--- src/hdl/mfa_pkg.sv ---
package mfa_pkg;

   // item kinds
   localparam logic ACT_LOAD = 1'b0;
   localparam logic ACT_EVAL = 1'b1;

   localparam int BLOB_COUNT_DEF   = 7;
   localparam int GRID_COLUMNS_DEF = 512;
   localparam int GRID_ROWS_DEF    = 384;

   localparam int KERNEL_CAP = 4095;
   localparam int MIN_DIST2  = 16;
   localparam int FIELD_MAX  = 32767;

   // restoring divide of the 29 bit scaled radius, one quotient bit a cycle
   localparam int DIV_STEPS  = 29;
   // colour mean quotient is 8 bits
   localparam int MEAN_STEPS = 8;

   localparam int COORD_W = 19;
   localparam int POS8_W  = 17;
   localparam int ABS_W   = 19;
   localparam int SQ_W    = 38;
   localparam int D2_W    = 31;
   localparam int R2_W    = 21;
   localparam int V_W     = 12;
   localparam int WSUM_W  = 20;

   // per cycle commands from the sequencer to the cells
   typedef struct packed {
      logic square;
      logic div_init;
      logic div_step;
      logic weigh;
   } mfa_ctrl_type;

   typedef struct packed {
      logic init;
      logic step;
   } mfa_mean_ctrl_type;

endpackage

--- src/hdl/mfa_cell.sv ---
module mfa_cell
   import mfa_pkg::*;
#(
   parameter int FIELD_W = 15,
   parameter int SUM_W   = 23
) (
   input  logic                clock,
   input  logic                reset,
   input  logic                load,
   input  logic [COORD_W-1:0]  load_cx,
   input  logic [COORD_W-1:0]  load_cy,
   input  logic [R2_W-1:0]     load_r2,
   input  logic [7:0]          load_edge,
   input  logic [7:0]          load_rgb [3],
   input  logic [POS8_W-1:0]   x8,
   input  logic [POS8_W-1:0]   y8,
   input  mfa_ctrl_type        ctrl,
   input  logic [FIELD_W-1:0]  prev_field,
   input  logic [SUM_W-1:0]    prev_sum [3],
   output logic [FIELD_W-1:0]  acc_field,
   output logic [SUM_W-1:0]    acc_sum [3]
);

   logic                active_ff;
   logic [COORD_W-1:0]  cx_ff, cy_ff;
   logic [R2_W-1:0]     r2_ff;
   logic [7:0]          edge_ff;
   logic [7:0]          rgb_ff [3];
   logic [SQ_W-1:0]     sqx_ff, sqy_ff;
   logic [D2_W-1:0]     div_ff;
   logic [D2_W:0]       rem_ff;
   logic [DIV_STEPS-1:0] dq_ff;
   logic [V_W-1:0]      v_ff;
   logic [WSUM_W-1:0]   wsum_ff [3];
   logic [FIELD_W-1:0]  acc_field_ff;
   logic [SUM_W-1:0]    acc_sum_ff [3];

   logic [COORD_W:0]    dx, dy;
   logic [ABS_W-1:0]    adx, ady;
   logic [D2_W-1:0]     d2_raw, d2_in;
   logic [D2_W:0]       rem_sh;
   logic [DIV_STEPS-1:0] diff;
   logic [V_W-1:0]      v_in;

   // offsets from the blob centre, then magnitudes
   assign dx  = {3'b000, x8} - {cx_ff[COORD_W-1], cx_ff};
   assign dy  = {3'b000, y8} - {cy_ff[COORD_W-1], cy_ff};
   assign adx = dx[COORD_W] ? ABS_W'(-dx) : dx[ABS_W-1:0];
   assign ady = dy[COORD_W] ? ABS_W'(-dy) : dy[ABS_W-1:0];

   assign d2_raw = D2_W'(sqx_ff[SQ_W-1:8]) + D2_W'(sqy_ff[SQ_W-1:8]);
   assign d2_in  = (d2_raw < D2_W'(MIN_DIST2)) ? D2_W'(MIN_DIST2) : d2_raw;

   assign rem_sh = {rem_ff[D2_W-1:0], dq_ff[DIV_STEPS-1]};

   always_comb begin
      diff = dq_ff - DIV_STEPS'(edge_ff);
      v_in = '0;
      if (active_ff && (dq_ff > DIV_STEPS'(edge_ff))) begin
         v_in = (diff > DIV_STEPS'(KERNEL_CAP)) ? V_W'(KERNEL_CAP) : diff[V_W-1:0];
      end
   end

   always_ff @(posedge clock) begin
      if (reset) begin
         active_ff <= 1'b0;
      end else if (load) begin
         active_ff <= 1'b1;
      end
   end

   always_ff @(posedge clock) begin
      if (load) begin
         cx_ff   <= load_cx;
         cy_ff   <= load_cy;
         r2_ff   <= load_r2;
         edge_ff <= load_edge;
         rgb_ff  <= load_rgb;
      end
      if (ctrl.square) begin
         sqx_ff <= adx * adx;
         sqy_ff <= ady * ady;
      end
      if (ctrl.div_init) begin
         div_ff <= d2_in;
         rem_ff <= '0;
         dq_ff  <= {r2_ff, 8'h00};
      end else if (ctrl.div_step) begin
         if (rem_sh >= {1'b0, div_ff}) begin
            rem_ff <= rem_sh - {1'b0, div_ff};
            dq_ff  <= {dq_ff[DIV_STEPS-2:0], 1'b1};
         end else begin
            rem_ff <= rem_sh;
            dq_ff  <= {dq_ff[DIV_STEPS-2:0], 1'b0};
         end
      end
      if (ctrl.weigh) begin
         v_ff <= v_in;
         // an empty slot has no colour yet, so it adds nothing
         for (int c = 0; c < 3; c++) begin
            wsum_ff[c] <= active_ff ? v_in * rgb_ff[c] : '0;
         end
      end
      // running sums move one cell down the chain every cycle
      acc_field_ff <= prev_field + FIELD_W'(v_ff);
      for (int c = 0; c < 3; c++) begin
         acc_sum_ff[c] <= prev_sum[c] + SUM_W'(wsum_ff[c]);
      end
   end

   assign acc_field = acc_field_ff;
   assign acc_sum   = acc_sum_ff;

endmodule

--- config.mk ---
export PLATFORM = sky130hd
export DESIGN_NAME = mfa_cell
export DESIGN_NICKNAME = d
export VERILOG_FILES = /design/src/hdl/mfa_pkg.sv /design/src/hdl/mfa_cell.sv
export SDC_FILE = /design/constraint.sdc
export NUM_CORES = 2
export LEC_CHECK = 0
export BUFFER_PORTS_ARGS = -buffer_cell sky130_fd_sc_hd__buf_2
export CORE_MARGIN = 3
export CORE_UTILIZATION = 64
export CTS_CLUSTER_DIAMETER = 100
export CTS_CLUSTER_SIZE = 30
export DETAILED_ROUTE_END_ITERATION = 8
export PLACE_DENSITY = 0.83
export SLEW_MARGIN = 5
export SYNTH_ARGS = -nofsm -noshare
export SYNTH_HDL_FRONTEND = slang
export SYNTH_SLANG_ARGS = --single-unit
--- constraint.sdc ---
create_clock -name clock -period 11.4 [get_ports clock]
set_input_delay 0.57 -clock clock [delete_from_list [all_inputs] [get_ports clock]]
set_output_delay 0.57 -clock clock [all_outputs]
set_load 0.02 [all_outputs]
==> results_dict.tcl <==
set metrics [dict create \
    final.setup.tns_ns 0 \
    num_vias 39201 \
    clock_skew_ns 0.0365 \
    numCtsBuffers 22 \
    fp.dieW_um 288 \
    grt-ovfl-total 0 \
    worstHoldPathType "in2reg" \
    finalSetupViolations 0 \
    floorplan.rows 102 \
    firstDrtPassIters 6 \
    num_io_pins 300 \
    crit_buf_inv 4 \
    die_area_um2 83200 \
    yosysSeqAreaShare_pct 21.0 \
    ctsHoldBuffers 0 \
    cts.root.buffer_cell "clkbuf_16" \
    clk_path_buf_depth 3 \
    ys_top_cells_by_area "fa_1 27%, edfxtp_1 16%, ha_1 13%, inv_1 7.7%, dfxtp_1 4.9%" \
    fmax_mhz 97.8 \
    numPortBuffers 299 \
    start_util_pct 65.2 \
    holdPathStages 1 \
    worstPathRequired_ns 11.75 \
    finalWirelength_um 119000 \
    crit_family "adder cells" \
    post-place-ws_ns 1.01 \
    grt_pass1_vias 41110 \
    crit_path_top_delay_cell "a211oi_1" \
    reg2regPathDepth 35 \
    avgSynthCellArea_um2 9.27 \
    slowest_delay_ns 0.56 \
    slew_headroom_pct 11.4 \
    cts-htree-levels 1 \
    clkLatencyLatePin_ns 0.61 \
    dp.cells 6755 \
    yosysUniqueCellTypes 97 \
    worstSetupPathType "reg2reg" \
    grt_first_pass_wirelength_um 195000 \
    instances_no_fill 6798 \
    maxSlewViolCount 0 \
    gp_congestion 0.939 \
    crit_cells 35 \
    fin_nets 7171 \
    cts_resized 0 \
    fin_crit_ns 10.22 \
    cpMostUsedCell "fa_1" \
    post-route-worst-setup-slack_ns 1.18 \
    synth_nets 6937 \
    critPathMaxFanout 13 \
    hold_violations 0 \
    finalCritPeriodShare_pct 89.7 \
    cp-end-kind "flip-flop" \
    netlist_area_um2 51000 \
    grt_max_degree 90 \
    core_um2 78200 \
    synth_top_area_share_pct 26.9 \
    drt_iter0_markers 2548 \
    grt_setup_unrepaired "false" \
    final_core_util_pct 69.6 \
    startpoint_type "flip-flop" \
    synth-edff-count 275 \
    worstMarginPinSlew_ns 1.32 \
    ys_seq_elements 399 \
    yosysWarningCount 0 \
    dieHeight_um 288 \
    cts_sinks 399 \
    final_layout_size_suffix_gt1_share_pct 8.18 \
    async_flop_share_pct 0 \
    ys.flop_type "edfxtp_1" \
    drc 0 \
    fillers 5837 \
    postRouteAntennaNets 0 \
    cts_setup_buffers 0 \
    clk_pin_slew_ns 0.11 \
    track_usage_pct 28.9 \
    synthCells 5505 \
    viasPerCell 5.77 \
    cap_violations 0 \
    yosysTopAreaCell "fa_1" \
    area_delta_synth_final_pct 6.72 \
    cts_tree "yes" \
    wire_per_inst_um 17.5 \
    status "finished, final reports clean" \
    dpl.hpwl_um 96300 \
    multi_input_area_um2 35600 \
    antenna_found_initial 2 \
    arrival_ns 10.57 \
    final-seq-area_um2 10700 \
]
[path summary, 6_finish.rpt]
| path | startpoint | to | slack (ns) |
|---|---|---|---|
| worst max-delay path | cx_ff[0] | sqx_ff[35] | 1.18 |
| worst min-delay path | load_r2[7] | r2_ff[7] | 0.13 |
| worst max register to register | cx_ff[0] | sqx_ff[35] | 1.18 |
| worst min register to register | wsum_ff[0][40] | acc_sum[0] | 0.48 |
[cells by family (layout without fill, tap and decap cells)]
kind of cell | Yosys count | after routing | synth area share (%)
fa+ha+maj | 1216 | 1216 | 39.9
xor+xnor | 276 | 276 | 4.79
other cells | 0 | 3 | 0
compound gates | 766 | 766 | 9.81
flops | 399 | 399 | 21.0
buf+inv | 1216 | 1466 | 9.22
simple gates | 1595 | 1595 | 14.5
mux | 37 | 37 | 0.731
[stage by stage]
stage,hold WS [ns],instance area (um^2)
2_1_floorplan,0.437,51000
3_5_place_dp,0.456,53600
4_1_cts,0.102,54500
5_1_grt,0.103,54500
3_3_place_gp,0.446,53600
6_report,0.132,54500
[sequential cells by signal, indices dropped and copies added, names as in the netlist]
signal	flops
edge_ff	8
cy_ff	19
dq_ff	29
rgb_ff	24
r2_ff	21
acc_field	15
active_ff	1
v_ff	12
cx_ff	19
acc_sum	69
div_ff	31
sqy_ff	30
wsum_ff	60
sqx_ff	30
rem_ff	31
[worst reg2reg max path, delay by kind of cell, from the launching register on]
family	cells	cell delay, ns
flops	1	0.38
compound gates	15	3.71
fa+ha+maj	9	3.96
buf+inv	4	0.72
xor+xnor	3	0.41
simple gates	4	0.81
[per-layer routing]
layer,vias to the layer above,global-route usage (%),part of all wire (%)
met2,1513,52.1,51
met5,-,0,0
met4,0,11.9,4.9
met3,417,4.28,6.8
met1,19014,34.7,38
li1,18257,-,-
[cells in the final DEF (no fill, tap or decap), drive strengths merged, types with 14 or more instances in the layout]
cell / instances
or2: 30
clkinv: 19
ha: 531
dfxtp: 124
o21ai: 171
a211oi: 44
nand2b: 69
a31oi: 23
or3: 28
buf: 356
clkbuf: 29
o21a: 32
a21boi: 26
nor3b: 15
a21oi: 208
nor3: 76
a21o: 87
inv: 1062
mux2i: 35
o211ai: 21
nand2: 445
nor4: 14
nand3: 104
nand4: 32
o21bai: 19
fa: 685
and3: 35
xnor2: 188
edfxtp: 275
nor2: 595
xor2: 87
o31ai: 23
nor2b: 39
and2: 66
[final cells by class]
| class | count | share of cell area [%] |
|---|---|---|
| inverter | 1070 | 7.37 |
| antenna | 3 | 0.0138 |
| clock inverter | 11 | 0.381 |
| clock buffer | 29 | 1.16 |
| timing repair buffer | 356 | 3.54 |
| sequential | 399 | 19.7 |
| multi-input combinational | 3890 | 65.4 |
| tap | 1040 | 2.39 |
[synth_stat cells, drive strengths merged, types with 12 or more instances]
library cell  instances
a211oi               44
a21boi               26
a21o                 87
a21oi               208
a31oi                23
and2                 66
and3                 35
buf                  50
clkbuf               96
clkinv               13
dfxtp               124
edfxtp              275
fa                  685
ha                  531
inv                1057
mux2i                35
nand2               445
nand2b               69
nand3               104
nand3b               12
nand4                32
nor2                595
nor2b                39
nor3                 76
nor3b                15
nor4                 14
o211ai               21
o21a                 32
o21ai               171
o21bai               19
o311ai               12
o31ai                23
or2                  30
or3                  28
xnor2               188
xor2                 87
Power is left out: the tool's default activity adds up to more than one toggle a clock period on the data nets, which glitch-free logic cannot reach.
