--- src/hdl/mfa_pkg.sv ---
package mfa_pkg;

   // item kinds
   localparam logic ACT_LOAD = 1'b0;
   localparam logic ACT_EVAL = 1'b1;

   localparam int BLOB_COUNT_DEF   = 7;
   localparam int GRID_COLUMNS_DEF = 512;
   localparam int GRID_ROWS_DEF    = 384;

   localparam int KERNEL_CAP = 4095;
   localparam int MIN_DIST2  = 16;
   localparam int FIELD_MAX  = 32767;

   // restoring divide of the 29 bit scaled radius, one quotient bit a cycle
   localparam int DIV_STEPS  = 29;
   // colour mean quotient is 8 bits
   localparam int MEAN_STEPS = 8;

   localparam int COORD_W = 19;
   localparam int POS8_W  = 17;
   localparam int ABS_W   = 19;
   localparam int SQ_W    = 38;
   localparam int D2_W    = 31;
   localparam int R2_W    = 21;
   localparam int V_W     = 12;
   localparam int WSUM_W  = 20;

   // per cycle commands from the sequencer to the cells
   typedef struct packed {
      logic square;
      logic div_init;
      logic div_step;
      logic weigh;
   } mfa_ctrl_type;

   typedef struct packed {
      logic init;
      logic step;
   } mfa_mean_ctrl_type;

endpackage

--- src/hdl/mfa_mean.sv ---
module mfa_mean
   import mfa_pkg::*;
#(
   parameter int FIELD_W = 15,
   parameter int SUM_W   = 23
) (
   input  logic                clock,
   input  mfa_mean_ctrl_type   ctrl,
   input  logic [FIELD_W-1:0]  field,
   input  logic [SUM_W-1:0]    sums [3],
   output logic [FIELD_W-1:0]  field_out,
   output logic [7:0]          mean [3]
);

   localparam int W = FIELD_W + MEAN_STEPS;

   logic [FIELD_W-1:0] field_ff;
   logic [W-1:0]       rem_ff [3];
   logic [7:0]         q_ff [3];
   logic [2:0]         shift_ff;
   logic [W-1:0]       trial;

   // quotient is known to be below 256, so only eight trial subtracts
   assign trial = W'(field_ff) << shift_ff;

   always_ff @(posedge clock) begin
      if (ctrl.init) begin
         field_ff <= field;
         shift_ff <= 3'(MEAN_STEPS - 1);
         for (int c = 0; c < 3; c++) begin
            rem_ff[c] <= W'(sums[c]);
            q_ff[c]   <= '0;
         end
      end else if (ctrl.step) begin
         shift_ff <= shift_ff - 3'd1;
         for (int c = 0; c < 3; c++) begin
            if (rem_ff[c] >= trial) begin
               rem_ff[c] <= rem_ff[c] - trial;
               q_ff[c]   <= {q_ff[c][6:0], 1'b1};
            end else begin
               q_ff[c]   <= {q_ff[c][6:0], 1'b0};
            end
         end
      end
   end

   assign field_out = field_ff;
   assign mean      = q_ff;

endmodule

--- config.mk ---
export PLATFORM = sky130hd
export DESIGN_NAME = mfa_mean
export DESIGN_NICKNAME = d
export VERILOG_FILES = /design/src/hdl/mfa_pkg.sv /design/src/hdl/mfa_mean.sv
export SDC_FILE = /design/constraint.sdc
export NUM_CORES = 1
export LEC_CHECK = 0
export BUFFER_PORTS_ARGS = -buffer_cell sky130_fd_sc_hd__clkbuf_2
export CAP_MARGIN = 0
export CORE_ASPECT_RATIO = 0.75
export CORE_MARGIN = 3
export CORE_UTILIZATION = 42
export DETAILED_ROUTE_END_ITERATION = 10
export PLACE_DENSITY_LB_ADDON = 0.3
export SYNTH_ARGS = -nofsm -noshare
export SYNTH_HDL_FRONTEND = slang
export SYNTH_SLANG_ARGS = --single-unit
--- constraint.sdc ---
create_clock -name clock -period 11.18 [get_ports clock]
set_clock_uncertainty 0.15 [all_clocks]
set_input_delay 2.236 -clock clock [delete_from_list [all_inputs] [get_ports clock]]
set_output_delay 2.236 -clock clock [all_outputs]
set_load 0.03 [all_outputs]
==> results.yml, run 1 <==
sta:
  tightest_slew_ps: 976
  holdWs_ps: 368
  clock.fmax_mhz: 180
  tns_ps: 0
  min_period_ps: 5560
  rsz0062_at_grt: "false"
  drv_slew: 0
  finalCritPeriodShare: 0.497
  slew-limit-headroom: 0.331
  setup_viol: 0
  hold_viol_final: 0
clock_network:
  htree_levels: 3
  clkSlewWorstSetupHoldPaths_ps: 80
  cts_root_buffer: "clkbuf_16"
  post_cts_resize_count: 0
  cts_hold_buf: 0
  cts_max_path_buffers: 2
  worst_skew_pair.late_latency_ps: 360
  cts_tree: "yes"
  cts_buffers: 9
  post-cts-setup-buffers: 0
  cts_sinks: 111
floorplan:
  die_w_um: 170
  dieArea_um2: 21900
  core_um2: 19500
  die_h_um: 129
  rows: 44
  initial_core_util: 0.432
  io_pins: 126
detailed_routing:
  detail-route-antenna-nets: 0
  viasPerCell: 5.66
  drt_iter0_markers: 571
  avgRoutedWirePerCell_um: 18.8
  drt-total-wl_um: 22400
  vias: 6773
  drt_pass1_iterations: 5
  drc: 0
yosys:
  synth_largest_area_cell: "edfxtp_1"
  synth_top_cell_area_share: 0.299
  synthTopCellsByArea: "edfxtp_1 30%, ha_1 9.9%, mux2_2 8.3%, dfxtp_1 6.4%, mux2i_1 5.7%"
  synth_area_per_cell_um2: 10.2
  synth_most_common_cell: "edfxtp_1"
  synthesis.area_um2: 8450
  synthArstFlopShare: 0
  yosysWarningCount: 0
  synth_flop_cell: "edfxtp_1"
  syn-num-nets: 987
  ys_top_cells_by_count: "84 x edfxtp_1, 67 x ha_1, 62 x mux2_2, 60 x a21oi_1, 57 x nor2_1"
  synth_seq_cells: 111
  yosysSeqAreaShare: 0.363
  synth_enable_flop_cells: 84
  synth.distinct_cells: 65
  synth_cells: 830
layout:
  syn2layout_area_growth_pct: 13.8
  drive_above_1_share: 0.247
  antenna_cells_inserted: 0
  finalNonFillerCells: 1197
  nets: 1096
global_route:
  antenna_found_initial: 0
  grt_start_max_net_pins: 47
  gr-total-overflow: 0
  track_usage: 0.207
  grt_first_pass_wirelength_um: 35100
  grt_pass1_vias: 6401
setup_path:
  critPathBufInv: 2
  crit_fanout: 46
  cp-start-kind: "register"
  critical_path_arrival_ps: 5530
  path_class: "register to register"
  endpoint_kind: "register"
  path_delay_family: "compound AO/OA/AOI/OAI gates"
  critPathRequiredTime_ps: 11150
  max_stage_delay_ps: 900
  crit_path_top_delay_cell: "dfxtp_1"
  path_cells: "inv_1 > a211oi_1 > a21oi_1 > a32oi_1 > ha_1 > nand3_1 > or3_1 > o21ba_2 > o21ai_0 > a31o_2 > nor2b_2 > a211oi_4 > buf_4 > mux2_2"
placement:
  gp_congestion: 0.887
  place_hpwl_um: 16900
  port_buffers: 125
  place_inst: 1181
min_path:
  hold_class: "register to register"
power_and_ir_drop:
  power_density_nw_per_um2: 213
  p_leak_nw: 4.22
  vdd.ir_drop.worst_v: 0.000102
status:
  status: "finished clean"
job:
  maxCapViolations: 0
-- report_power, final --
| group | internal, mW | switching, mW | leakage [nW] |
|---|---|---|---|
| clock network | 0.182 | 0.167 | 0.156 |
| registers | 0.552 | 0.0479 | 1.06 |
| logic | 0.478 | 0.621 | 3.00 |
-- metrics by stage --
| stage | instance area (um^2) | util | worst slack [ps] | power, mW |
|---|---|---|---|---|
| 3_5_place_dp | 9290 | 0.475 | 5720 | 1.68 |
| 5_1_grt | 9610 | 0.492 | 5340 | 2.20 |
| 4_1_cts | 9610 | 0.492 | 5710 | 2.04 |
| 6_report | 9610 | 0.492 | 5620 | 2.05 |
| 3_3_place_gp | 9290 | 0.475 | 5790 | 1.67 |
| 2_1_floorplan | 8450 | - | 6600 | 1.44 |
-- sequential cells by signal, indices dropped and copies added (netlist names) --
name,flops
field_out,15
mean,24
rem_ff,69
shift_ff,3
-- logic make-up after synthesis --
| kind of cell | Yosys count | share of synthesized area |
|---|---|---|
| adder cells (fa/ha/maj) | 70 | 0.106 |
| AO/OA/AOI/OAI | 209 | 0.163 |
| XOR/XNOR | 54 | 0.0560 |
| flip-flops | 111 | 0.363 |
| buffers and inverters | 58 | 0.0304 |
| multiplexers | 119 | 0.160 |
| AND/OR/NAND/NOR | 209 | 0.121 |
-- area by class of cell --
cell class                 instances  area (um^2)
clock buffer                      11          275
clock inverter                     5         43.8
fill                            1837         9940
inverter                          24         90.1
multi-input combinational        661         5140
sequential                       111         3060
tap                              253          317
timing repair buffer             132          678
-- path summary, 6_finish.rpt --
path | start | end | slack [ps] | depth (start not counted)
setup / recovery | shift_ff[0] | rem_ff[0][58] | 5620 | 14
hold / removal | mean[23] | mean[23] | 370 | 2
setup reg to reg | shift_ff[0] | rem_ff[0][58] | 5620 | 14
hold reg to reg | mean[23] | mean[23] | 370 | 2
-- layer usage --
| layer | track usage | up-vias | share of wire |
|---|---|---|---|
| li1 | - | 3345 | - |
| met1 | 0.309 | 3190 | 0.50 |
| met2 | 0.307 | 224 | 0.42 |
| met3 | 0.0513 | 14 | 0.071 |
| met4 | 0.0341 | 0 | 0.0090 |
| met5 | 0 | - | 0 |
-- tightest hold or removal path, stage by stage (launching register included) --
cell and delay, ps:
dfxtp_1 340, mux2i_1 70, nor2_1 80
-- cells in the final DEF, fill, tap and decap left out, types with 20 or more instances in the layout --
cell      Yosys  final
o21ai_0      33     33
nand2_1      51     51
nor2_1       57     57
inv_1        24     24
nand3_1      20     20
dfxtp_1      27     27
clkbuf_2      0    125
mux2_2       62     62
xnor2_1      35     35
ha_1         67     67
mux2i_1      48     48
edfxtp_1     84     84
a21o_1       32     32
a21oi_1      60     60
Power figures use the tool's default switching activity.
==> run 2: changes to the inputs <==
clock period = 5.75 ns   (was 11.18 ns; I/O delays follow)
==> results.yml, run 2 (synthesized netlist as in run 1, its figures left out) <==
layout:
  most-common-layout-cells: "125 x clkbuf_2, 84 x edfxtp_1, 67 x ha_1"
  nets: 1107
  finalNonFillerCells: 1208
  top_register: "rem_ff"
  largest_reg_flops: 69
  antenna_cells_inserted: 0
  layout_commonest_cell: "clkbuf_2"
  syn2layout_area_growth_pct: 14.5
  drive_above_1_share: 0.254
detailed_routing:
  drc: 0
  avgRoutedWirePerCell_um: 18.9
  detail-route-antenna-nets: 0
  viasPerCell: 5.77
  drt-total-wl_um: 22900
  vias: 6975
  drt_pass1_iterations: 5
  drt_iter0_markers: 571
global_route:
  grt_pass1_vias: 6385
  track_usage: 0.210
  antenna_found_initial: 0
  grt_start_max_net_pins: 47
  gr-total-overflow: 0
  grt_first_pass_wirelength_um: 35700
placement:
  place_hpwl_um: 17400
  gp_congestion: 0.906
  place_inst: 1192
  port_buffers: 125
setup_path:
  r2r.worst_path.cells: 14
  cp-start-kind: "register"
  endpoint_kind: "register"
  critical_path_arrival_ps: 5320
  critPathBufInv: 1
  cp.depth: 14
  path_delay_family: "multiplexers"
  crit_fanout: 41
  critPathRequiredTime_ps: 5720
  path_cells: "mux2_2 > nor2_1 > a21oi_1 > mux2i_1 > ha_1 > a21o_1 > a21oi_2 > o211ai_1 > or4b_4 > a31oi_4 > nor2b_2 > a211oi_4 > buf_4 > mux2_4"
  max_stage_delay_ps: 950
  path_class: "register to register"
  crit_path_top_delay_cell: "dfxtp_1"
clock_network:
  clkSlewWorstSetupHoldPaths_ps: 80
  post_cts_resize_count: 0
  post-cts-setup-buffers: 0
  cts_max_path_buffers: 2
  worst_skew_pair.late_latency_ps: 370
  cts_tree: "yes"
  cts_hold_buf: 0
  cts_sinks: 111
  cts_root_buffer: "clkbuf_16"
  htree_levels: 3
  cts_buffers: 9
sta:
  slew-limit-headroom: 0.327
  setup_viol: 0
  finalCritPeriodShare: 0.931
  rsz0062_at_grt: "false"
  tightest_slew_ps: 1010
  min_period_ps: 5360
  tns_ps: 0
  clock.fmax_mhz: 187
  hold_viol_final: 0
  drv_slew: 0
floorplan:
  io_pins: 126
  die_h_um: 129
  die_w_um: 170
  rows: 44
  dieArea_um2: 21900
  core_um2: 19500
  initial_core_util: 0.432
power_and_ir_drop:
  p_leak_nw: 4.27
  vdd.ir_drop.worst_v: 0.000155
  power_density_nw_per_um2: 413
job:
  maxCapViolations: 0
status:
  status: "finished clean"
min_path:
  hold_class: "register to register"
  worstHoldPathCells: 2
-- run 2: changes by cell type in the layout (fill, tap and decap cells not counted), sizes merged --
cell | previous run | this run
clkinvlp | 1 | 0
buf | 7 | 18
clkbuf | 136 | 135
clkinv | 2 | 0
inv | 26 | 30
-- run 2: power by group --
group / switching, mW / internal [mW] / total [mW]
clock network: 0.330 / 0.331 / 0.661
logic: 1.22 / 0.946 / 2.17
registers: 0.0913 / 1.07 / 1.16
-- run 2: per-layer routing --
| layer | wire length (um) | GRT usage | vias to the layer above |
|---|---|---|---|
| li1 | - | - | 3368 |
| met1 | 11000 | 0.322 | 3286 |
| met2 | 9380 | 0.292 | 300 |
| met3 | 2200 | 0.0574 | 21 |
| met4 | 351 | 0.0476 | 0 |
| met5 | 0 | 0 | - |
-- run 2: path summary, 6_finish.rpt --
check,to,start,slack [ps]
max,rem_ff[0][65],shift_ff[1],390
min,mean[23],mean[23],350
max reg2reg,rem_ff[0][65],shift_ff[1],390
min reg2reg,mean[23],mean[23],350
-- run 2: cell type report --
cell class,instances,area (um^2)
multi-input cells,661,5140
fillers,1806,9870
repair buffers,143,761
clock inverters,6,52.6
inverters,24,90.1
well taps,253,317
flip-flops and latches,111,3060
clock buffers,10,250
-- run 2: metrics by stage --
stage	power, mW	area (um^2)	util	worst slack (ps)	hold slack (ps)
after floorplan	2.81	8450	-	1170	441
after global placement	3.29	9370	0.480	413	326
after detailed placement	3.30	9370	0.480	375	335
after CTS	3.98	9670	0.495	363	355
after global routing	4.29	9670	0.495	44.0	393
final	3.99	9670	0.495	395	351
-- run 2: worst register-to-register path: cells and delay by family (launching register included) --
family | cells | cell delay, ps
adders and majority gates | 1 | 420
AOI/OAI and AO/OA | 6 | 950
buffers and inverters | 1 | 340
and+or+nand+nor | 3 | 890
DFF | 1 | 950
muxes | 3 | 1400
